$ cat src/sv/sfor_pkg.sv
// shared types and constants for the stereo fade-out ramp
// no dependencies

package sfor_pkg;

    localparam int GAIN_BITS      = 7;
    localparam int STEP_BITS      = 16;
    localparam int MASK_BITS      = 2;
    localparam int CFG_INDEX_BITS = 1;
    localparam int GAIN_DIVISOR   = 100;

    localparam logic [GAIN_BITS-1:0] GAIN_START = 7'd99;
    localparam logic [MASK_BITS-1:0] MASK_RESET = 2'd3;
    localparam logic [STEP_BITS-1:0] STEP_RESET = 16'd1;

    typedef logic [CFG_INDEX_BITS-1:0] t_cfg_index;

    localparam t_cfg_index CFG_CHANNEL_MASK = 1'b0;
    localparam t_cfg_index CFG_STEP_LENGTH  = 1'b1;

    // load enables of the scaling stages behind the input register
    typedef struct packed {
        logic s2;
        logic s3;
        logic s4;
    } t_pipe_en;

endpackage

$ cat src/sv/sfor_ramp.sv
// gain ramp state: percent gain and frames left in the current step
// depends on sfor_pkg

module sfor_ramp (
    input  logic                          i_clk,
    input  logic                          i_rst_n,
    input  logic                          i_accept,
    input  logic                          i_restart,
    input  logic [sfor_pkg::STEP_BITS-1:0] i_step_length,
    output logic [sfor_pkg::GAIN_BITS-1:0] o_gain
);
    import sfor_pkg::*;

    logic [GAIN_BITS-1:0] r_gain, n_gain;
    logic [STEP_BITS-1:0] r_frames, n_frames;
    logic [GAIN_BITS-1:0] w_gain_eff;
    logic [STEP_BITS-1:0] w_frames_eff, w_frames_dec, w_reload;

    // zero step length behaves as one
    assign w_reload     = (i_step_length == '0) ? STEP_BITS'(1) : i_step_length;
    assign w_gain_eff   = i_restart ? GAIN_START : r_gain;
    assign w_frames_eff = i_restart ? w_reload : r_frames;
    assign w_frames_dec = w_frames_eff - STEP_BITS'(1);
    assign o_gain       = w_gain_eff;

    always_comb begin
        n_gain   = r_gain;
        n_frames = r_frames;
        if (i_accept) begin
            if (w_frames_dec == '0) begin
                n_frames = w_reload;
                n_gain   = (w_gain_eff != '0) ? w_gain_eff - GAIN_BITS'(1) : w_gain_eff;
            end else begin
                n_frames = w_frames_dec;
                n_gain   = w_gain_eff;
            end
        end
    end

    always_ff @(posedge i_clk) begin
        if (!i_rst_n) begin
            r_gain   <= GAIN_START;
            r_frames <= STEP_RESET;
        end else begin
            r_gain   <= n_gain;
            r_frames <= n_frames;
        end
    end

endmodule

$ cat src/sv/sfor_lane.sv
// one channel of the scaler: |sample|*gain, divide by 100 via reciprocal, restore sign
// depends on sfor_pkg

module sfor_lane #(
    parameter int SAMPLE_BITS = 16
) (
    input  logic                          i_clk,
    input  sfor_pkg::t_pipe_en            i_en,
    input  logic                          i_fade,
    input  logic [sfor_pkg::GAIN_BITS-1:0] i_gain,
    input  logic signed [SAMPLE_BITS-1:0] i_sample,
    output logic signed [SAMPLE_BITS-1:0] o_sample
);
    import sfor_pkg::*;

    localparam int MW = SAMPLE_BITS + GAIN_BITS;
    localparam int RW = MW - 6;
    localparam int PW = MW + RW;
    localparam logic [RW-1:0] RECIP = RW'((64'd1 << MW) / GAIN_DIVISOR);

    logic [SAMPLE_BITS-1:0] w_abs;
    logic [MW-1:0]          w_prod;
    logic [PW-1:0]          w_recip;
    logic [MW-1:0]          w_rem;
    logic [SAMPLE_BITS-1:0] w_q, w_res;

    logic [MW-1:0]          r_prod2, r_prod3;
    logic                   r_neg2, r_neg3, r_fade2, r_fade3;
    logic [SAMPLE_BITS-1:0] r_raw2, r_raw3, r_q3, r_out;

    // magnitude times gain
    assign w_abs  = i_sample[SAMPLE_BITS-1] ? -SAMPLE_BITS'(i_sample) : SAMPLE_BITS'(i_sample);
    assign w_prod = MW'(w_abs) * MW'(i_gain);

    // quotient estimate, at most one short of the true value
    assign w_recip = PW'(r_prod2) * PW'(RECIP);

    // one correction step, then sign back on
    assign w_rem = r_prod3 - MW'(r_q3) * MW'(GAIN_DIVISOR);
    assign w_q   = (w_rem >= MW'(GAIN_DIVISOR)) ? r_q3 + SAMPLE_BITS'(1) : r_q3;
    assign w_res = r_neg3 ? -w_q : w_q;

    always_ff @(posedge i_clk) begin
        if (i_en.s2) begin
            r_prod2 <= w_prod;
            r_neg2  <= i_sample[SAMPLE_BITS-1];
            r_fade2 <= i_fade;
            r_raw2  <= SAMPLE_BITS'(i_sample);
        end
        if (i_en.s3) begin
            r_prod3 <= r_prod2;
            r_q3    <= SAMPLE_BITS'(w_recip >> MW);
            r_neg3  <= r_neg2;
            r_fade3 <= r_fade2;
            r_raw3  <= r_raw2;
        end
        if (i_en.s4) begin
            r_out <= r_fade3 ? w_res : r_raw3;
        end
    end

    assign o_sample = r_out;

endmodule

$ cat src/sv/stereo_fade_out_ramp.sv
// stereo linear fade-out: top level with config registers, input register and stage control
// depends on sfor_pkg, sfor_ramp, sfor_lane
//
// usage
//   slave stream carries one stereo frame per transfer; tuser is the restart
//   flag, which reloads gain to 99 and the step counter before that frame
//   master stream returns one result per frame: both samples and the gain used
//   config channel writes channel_mask (index 0) and step_length (index 1);
//   it is always ready, writes are meant to land while the stream is idle
//   four register stages: input register, gain multiply, reciprocal multiply,
//   correction and output register
//   throughput is one frame per cycle while the receiver keeps tready high;
//   each stage has its own valid and loads whenever it is empty or the
//   stage after it moves on
//   when the receiver stalls, bubbles in the pipe still fill, so up to four
//   frames are taken before tready drops
//   the gain/counter state advances at the input transfer, so it never waits
//   on the output side
//   reset (synchronous, active low) empties the pipe, sets gain 99, counter 1,
//   channel_mask 3 and step_length 1

module stereo_fade_out_ramp #(
    parameter int SAMPLE_BITS = 16
) (
    input  logic                            i_clk,
    input  logic                            i_rst_n,
    // slave stream
    input  logic                            i_s_axis_tvalid,
    output logic                            o_s_axis_tready,
    // tdata: left_in, right_in (from bit 0), zero padded to bytes
    input  logic [((2*SAMPLE_BITS+7)/8)*8-1:0] i_s_axis_tdata,
    // tuser: restart
    input  logic                            i_s_axis_tuser,
    // master stream
    output logic                            o_m_axis_tvalid,
    input  logic                            i_m_axis_tready,
    // tdata: left_out, right_out, gain_used (from bit 0), zero padded to bytes
    output logic [((2*SAMPLE_BITS+sfor_pkg::GAIN_BITS+7)/8)*8-1:0] o_m_axis_tdata,
    // config write channel
    input  logic                            i_cfg_valid,
    output logic                            o_cfg_ready,
    input  sfor_pkg::t_cfg_index            i_cfg_index,
    input  logic [sfor_pkg::STEP_BITS-1:0]  i_cfg_data
);
    import sfor_pkg::*;

    localparam int OUT_BITS = 2 * SAMPLE_BITS + GAIN_BITS;
    localparam int OUT_W    = ((OUT_BITS + 7) / 8) * 8;

    // config registers
    logic [MASK_BITS-1:0] r_channel_mask;
    logic [STEP_BITS-1:0] r_step_length;

    // stage valids; stage 4 is the output register
    logic r_v1, r_v2, r_v3, r_v4;
    logic w_rdy1, w_rdy2, w_rdy3, w_rdy4;
    logic w_accept;
    t_pipe_en w_en;

    // input register payload
    logic signed [SAMPLE_BITS-1:0] r_left1, r_right1;
    logic [MASK_BITS-1:0]          r_fade1;
    logic [GAIN_BITS-1:0]          r_gain1, r_gain2, r_gain3, r_gain4;

    logic [GAIN_BITS-1:0]          w_gain;
    logic signed [SAMPLE_BITS-1:0] w_left_out, w_right_out;

    assign o_cfg_ready = 1'b1;

    always_ff @(posedge i_clk) begin
        if (!i_rst_n) begin
            r_channel_mask <= MASK_RESET;
            r_step_length  <= STEP_RESET;
        end else if (i_cfg_valid) begin
            unique case (i_cfg_index)
                CFG_CHANNEL_MASK: r_channel_mask <= i_cfg_data[MASK_BITS-1:0];
                CFG_STEP_LENGTH:  r_step_length  <= i_cfg_data;
                default: ;
            endcase
        end
    end

    // ready ripples back from the output; a stage loads when empty or draining
    assign w_rdy4   = !r_v4 || i_m_axis_tready;
    assign w_rdy3   = !r_v3 || w_rdy4;
    assign w_rdy2   = !r_v2 || w_rdy3;
    assign w_rdy1   = !r_v1 || w_rdy2;
    assign w_accept = i_s_axis_tvalid && w_rdy1;
    assign w_en     = '{s2: w_rdy2, s3: w_rdy3, s4: w_rdy4};

    assign o_s_axis_tready = w_rdy1;
    assign o_m_axis_tvalid = r_v4;

    always_ff @(posedge i_clk) begin
        if (!i_rst_n) begin
            r_v1 <= 1'b0;
            r_v2 <= 1'b0;
            r_v3 <= 1'b0;
            r_v4 <= 1'b0;
        end else begin
            if (w_rdy1) r_v1 <= i_s_axis_tvalid;
            if (w_rdy2) r_v2 <= r_v1;
            if (w_rdy3) r_v3 <= r_v2;
            if (w_rdy4) r_v4 <= r_v3;
        end
    end

    // gain for the incoming frame, restart already applied
    sfor_ramp u_ramp (
        .i_clk         (i_clk),
        .i_rst_n       (i_rst_n),
        .i_accept      (w_accept),
        .i_restart     (i_s_axis_tuser),
        .i_step_length (r_step_length),
        .o_gain        (w_gain)
    );

    always_ff @(posedge i_clk) begin
        if (w_rdy1) begin
            r_left1  <= i_s_axis_tdata[SAMPLE_BITS-1:0];
            r_right1 <= i_s_axis_tdata[2*SAMPLE_BITS-1:SAMPLE_BITS];
            r_fade1  <= r_channel_mask;
            r_gain1  <= w_gain;
        end
        if (w_rdy2) r_gain2 <= r_gain1;
        if (w_rdy3) r_gain3 <= r_gain2;
        if (w_rdy4) r_gain4 <= r_gain3;
    end

    sfor_lane #(.SAMPLE_BITS(SAMPLE_BITS)) u_lane_left (
        .i_clk    (i_clk),
        .i_en     (w_en),
        .i_fade   (r_fade1[0]),
        .i_gain   (r_gain1),
        .i_sample (r_left1),
        .o_sample (w_left_out)
    );

    sfor_lane #(.SAMPLE_BITS(SAMPLE_BITS)) u_lane_right (
        .i_clk    (i_clk),
        .i_en     (w_en),
        .i_fade   (r_fade1[1]),
        .i_gain   (r_gain1),
        .i_sample (r_right1),
        .o_sample (w_right_out)
    );

    assign o_m_axis_tdata = OUT_W'({r_gain4, w_right_out, w_left_out});

endmodule

$ cat config.mk
export PLATFORM = sky130hd
export DESIGN_NAME = stereo_fade_out_ramp
export DESIGN_NICKNAME = d
export VERILOG_FILES = /design/src/sv/sfor_pkg.sv /design/src/sv/sfor_ramp.sv /design/src/sv/sfor_lane.sv /design/src/sv/stereo_fade_out_ramp.sv
export SDC_FILE = /design/constraint.sdc
export NUM_CORES = 2
export LEC_CHECK = 0
export CORE_UTILIZATION = 40
export CTS_CLUSTER_SIZE = 10
export DETAILED_ROUTE_END_ITERATION = 10
export DONT_BUFFER_PORTS = 1
export GPL_ROUTABILITY_DRIVEN = 1
export GPL_TIMING_DRIVEN = 0
export PLACE_DENSITY_LB_ADDON = 0.3
export SLEW_MARGIN = 5
export SYNTH_ARGS = -nofsm -noshare
export SYNTH_HDL_FRONTEND = slang
export SYNTH_HIERARCHICAL = 1
export SYNTH_SLANG_ARGS = --single-unit
$ cat constraint.sdc
create_clock -name i_clk -period 7.75 [get_ports i_clk]
set_input_delay 1.9375 -clock i_clk [delete_from_list [all_inputs] [get_ports i_clk]]
set_output_delay 1.9375 -clock i_clk [all_outputs]
set_load 0.05 [all_outputs]
==> metrics.yaml <==
run_status: "finished with violations"
violations: "DRC"
clk_pin_slew_ns: 0.05
ys_top_cells_by_count: "ha_1 (590), inv_1 (574), fa_1 (470)"
area_growth_pct: 8.476
grt_antenna_before_repair: 15
drt_iter0_drc: 1516
grt-ovfl-total: 0
path_class: "flip-flop to flip-flop"
whs_ns: 0.4100
row_count: 114
syn-mean-instance-area_um2: 10.71
routed_wl_um: 91470
slew_viol_final: 0
vias_per_cell: 5.251
cts_tree: "built"
drt-met1-wl_um: 42680
hold_viol: 0
drt_first_pass_iters: 8
layout.nets: 4848
hpwl_um: 74350
ys_async_sr_fraction: 0
num_vias: 26448
ff2ff_setup_slack_ns: 0.33
start_util: 0.4047
synth_cell_types: 118
seq_area_um2: 9369
period_needed_ns: 7.421
cp.arrival_ns: 7.74
timing.critical_path.fanout_max: 10
synth_area_leader_cell: "fa_1"
ctsLongestPathBuffers: 3
cts_max_level: 2
yosysMostFrequentCell: "ha_1"
max_freq_mhz: 134.8
rsz0062_at_grt: "yes"
fin_util: 0.4390
clockRootBuffer: "clkbuf_16"
grt_pass1_vias: 27242
ys.warnings.count: 6
multiInputGateArea_um2: 27480
final_cells: 5037
portBuffers: 0
die_y_um: 315.2
dr_wl_met3_um: 5815
grt_pass1_wl_um: 146800
slowest_stage: "a2111o_1"
dieArea_um2: 99380
drive_gt1_frac: 0.06599
top_layer: "met5"
finalSetupTns_ns: 0
hp-class: "flip-flop to flip-flop"
synth.net_count: 4780
synth_top_area_frac: 0.2397
final.fill_count: 9192
cp.required_ns: 8.07
clock_latency_ns: 0.62
grt_max_degree: 99
relSlewSlack: 0.08325
endpoint_kind: "flip-flop"
synth-seq-cells: 327
die_x_um: 315.2
cts.sinks: 327
synth_ff_type: "edfxtp_1"
synth_enable_flop_cells: 282
met2WireLength_um: 40540
wl_per_cell_um: 18.16
gp_congestion: 0.8812
max_stage_delay_ns: 0.52
startpoint_type: "flip-flop"
place_inst: 4944
ant_nets: 0
synth_area_um2: 39250
postSynthCellCount: 3665
setup_viol: 0
ys_top_cells_by_area: "fa_1 (24%), edfxtp_1 (22%), ha_1 (19%)"
maxCapViolCount: 0
grt_use_total: 0.1886
finalClockSkew_ns: 0.05185
period_share: 0.9575
drc: 10
cts_made_buffers: 42
core-area_um2: 96990
tightest_slew_ns: 1.356
ioPinCount: 98
ys_seq_area_frac: 0.2387
## timing repair
action,4_1_cts,5_1_grt
hold buffers,0,0
resized for setup,13,23
setup endpoints to repair,20,21
pin swaps,4,13
buffers inserted,13,10
## critical path, delay by kind of cell, from the launching register on
kind	cells	cell delay, ns
AND/OR/NAND/NOR	4	0.93
flip-flops	1	0.42
adder cells (fa/ha/maj)	5	1.67
AO/OA/AOI/OAI	14	2.83
multiplexers	1	0.30
buffers and inverters	6	0.66
XOR/XNOR	2	0.33
## state kept, by name (all words and copies together) (netlist names), 7 cells and up
signal,count
u_lane_left/r_prod3,21
u_lane_right/r_q3,16
r_gain2,7
u_ramp/r_gain,7
u_lane_right/o_sample,16
u_lane_right/r_prod2,23
r_gain4,7
u_lane_right/r_prod3,21
r_left1,16
r_step_length,16
u_lane_right/r_raw3,15
u_ramp/r_frames,16
u_lane_right/r_raw2,15
r_gain3,7
u_lane_left/r_raw3,15
u_lane_left/r_q3,16
u_lane_left/r_raw2,15
r_right1,16
u_lane_left/o_sample,16
r_gain1,7
u_lane_left/r_prod2,23
## routing by layer
layer,up-vias,global-route usage
met5,-,0
met4,10,0.05395
met3,126,0.03828
met2,573,0.2958
met1,13054,0.2625
li1,12685,-
## layout by cell type (no fill, tap or decap), types with 13 or more instances in the layout
cell type	count
a21oi_2	24
nand2b_1	24
mux2i_1	26
o31ai_1	17
o21bai_1	22
mux2_2	23
nor2_1	125
nand3_1	76
inv_1	571
nor4_1	13
dfxtp_1	45
ha_1	584
edfxtp_1	282
buf_4	29
nor3_1	48
or3_1	18
a21o_1	39
and3_1	27
xor2_1	51
o211ai_1	24
nor2b_1	32
xnor2_1	156
a21oi_1	124
a31oi_1	23
nand4_1	17
a211oi_1	13
nand2_1	272
clkbuf_16	43
and2_1	78
clkbuf_1	49
o21a_1	32
fa_1	470
o21ai_0	99
## layout make-up
type / count / share of cell area
tap: 1276 / 0.03750
timing repair buffer: 26 / 0.005819
clock buffer: 57 / 0.02651
multi-input combinational: 2696 / 0.6455
sequential: 327 / 0.2201
buffer: 65 / 0.009316
clock inverter: 12 / 0.004232
antenna: 3 / 0.0001763
inverter: 575 / 0.05087
## stage by stage
| stage | setup slack (ns) | instance area (um^2) |
|---|---|---|
| 2_1_floorplan | 0.6177 | 39250 |
| 3_3_place_gp | -0.6831 | 40850 |
| 3_5_place_dp | -0.6869 | 40940 |
| 4_1_cts | -0.006071 | 42390 |
| 5_1_grt | -0.1106 | 42570 |
| 6_report | 0.3292 | 42580 |
## cell families (layout without fill, tap and decap cells)
family,Yosys count,after routing,share of synthesized area
muxes,53,53,0.01482
adders and majority gates,1060,1060,0.4278
AOI/OAI and AO/OA,559,559,0.1003
xor gates and xnor gates,211,211,0.04756
and+or+nand+nor,811,811,0.1055
other,2,5,0.0001913
buffers and inverters,642,735,0.06513
DFF,327,327,0.2387
## final timing paths
| check | start | end | cells after the start |
|---|---|---|---|
| min | u_lane_left/r_fade2 | u_lane_left/r_fade3 | 0 |
| max reg2reg | u_lane_right/r_q3[3] | u_lane_right/o_sample[11] | 32 |
| max | u_lane_right/r_q3[3] | u_lane_right/o_sample[11] | 32 |
| min reg2reg | u_lane_left/r_fade2 | u_lane_left/r_fade3 | 0 |
Power is not shown: default switching activity piles up to over one toggle a cycle in this logic, so the estimate is an artifact.
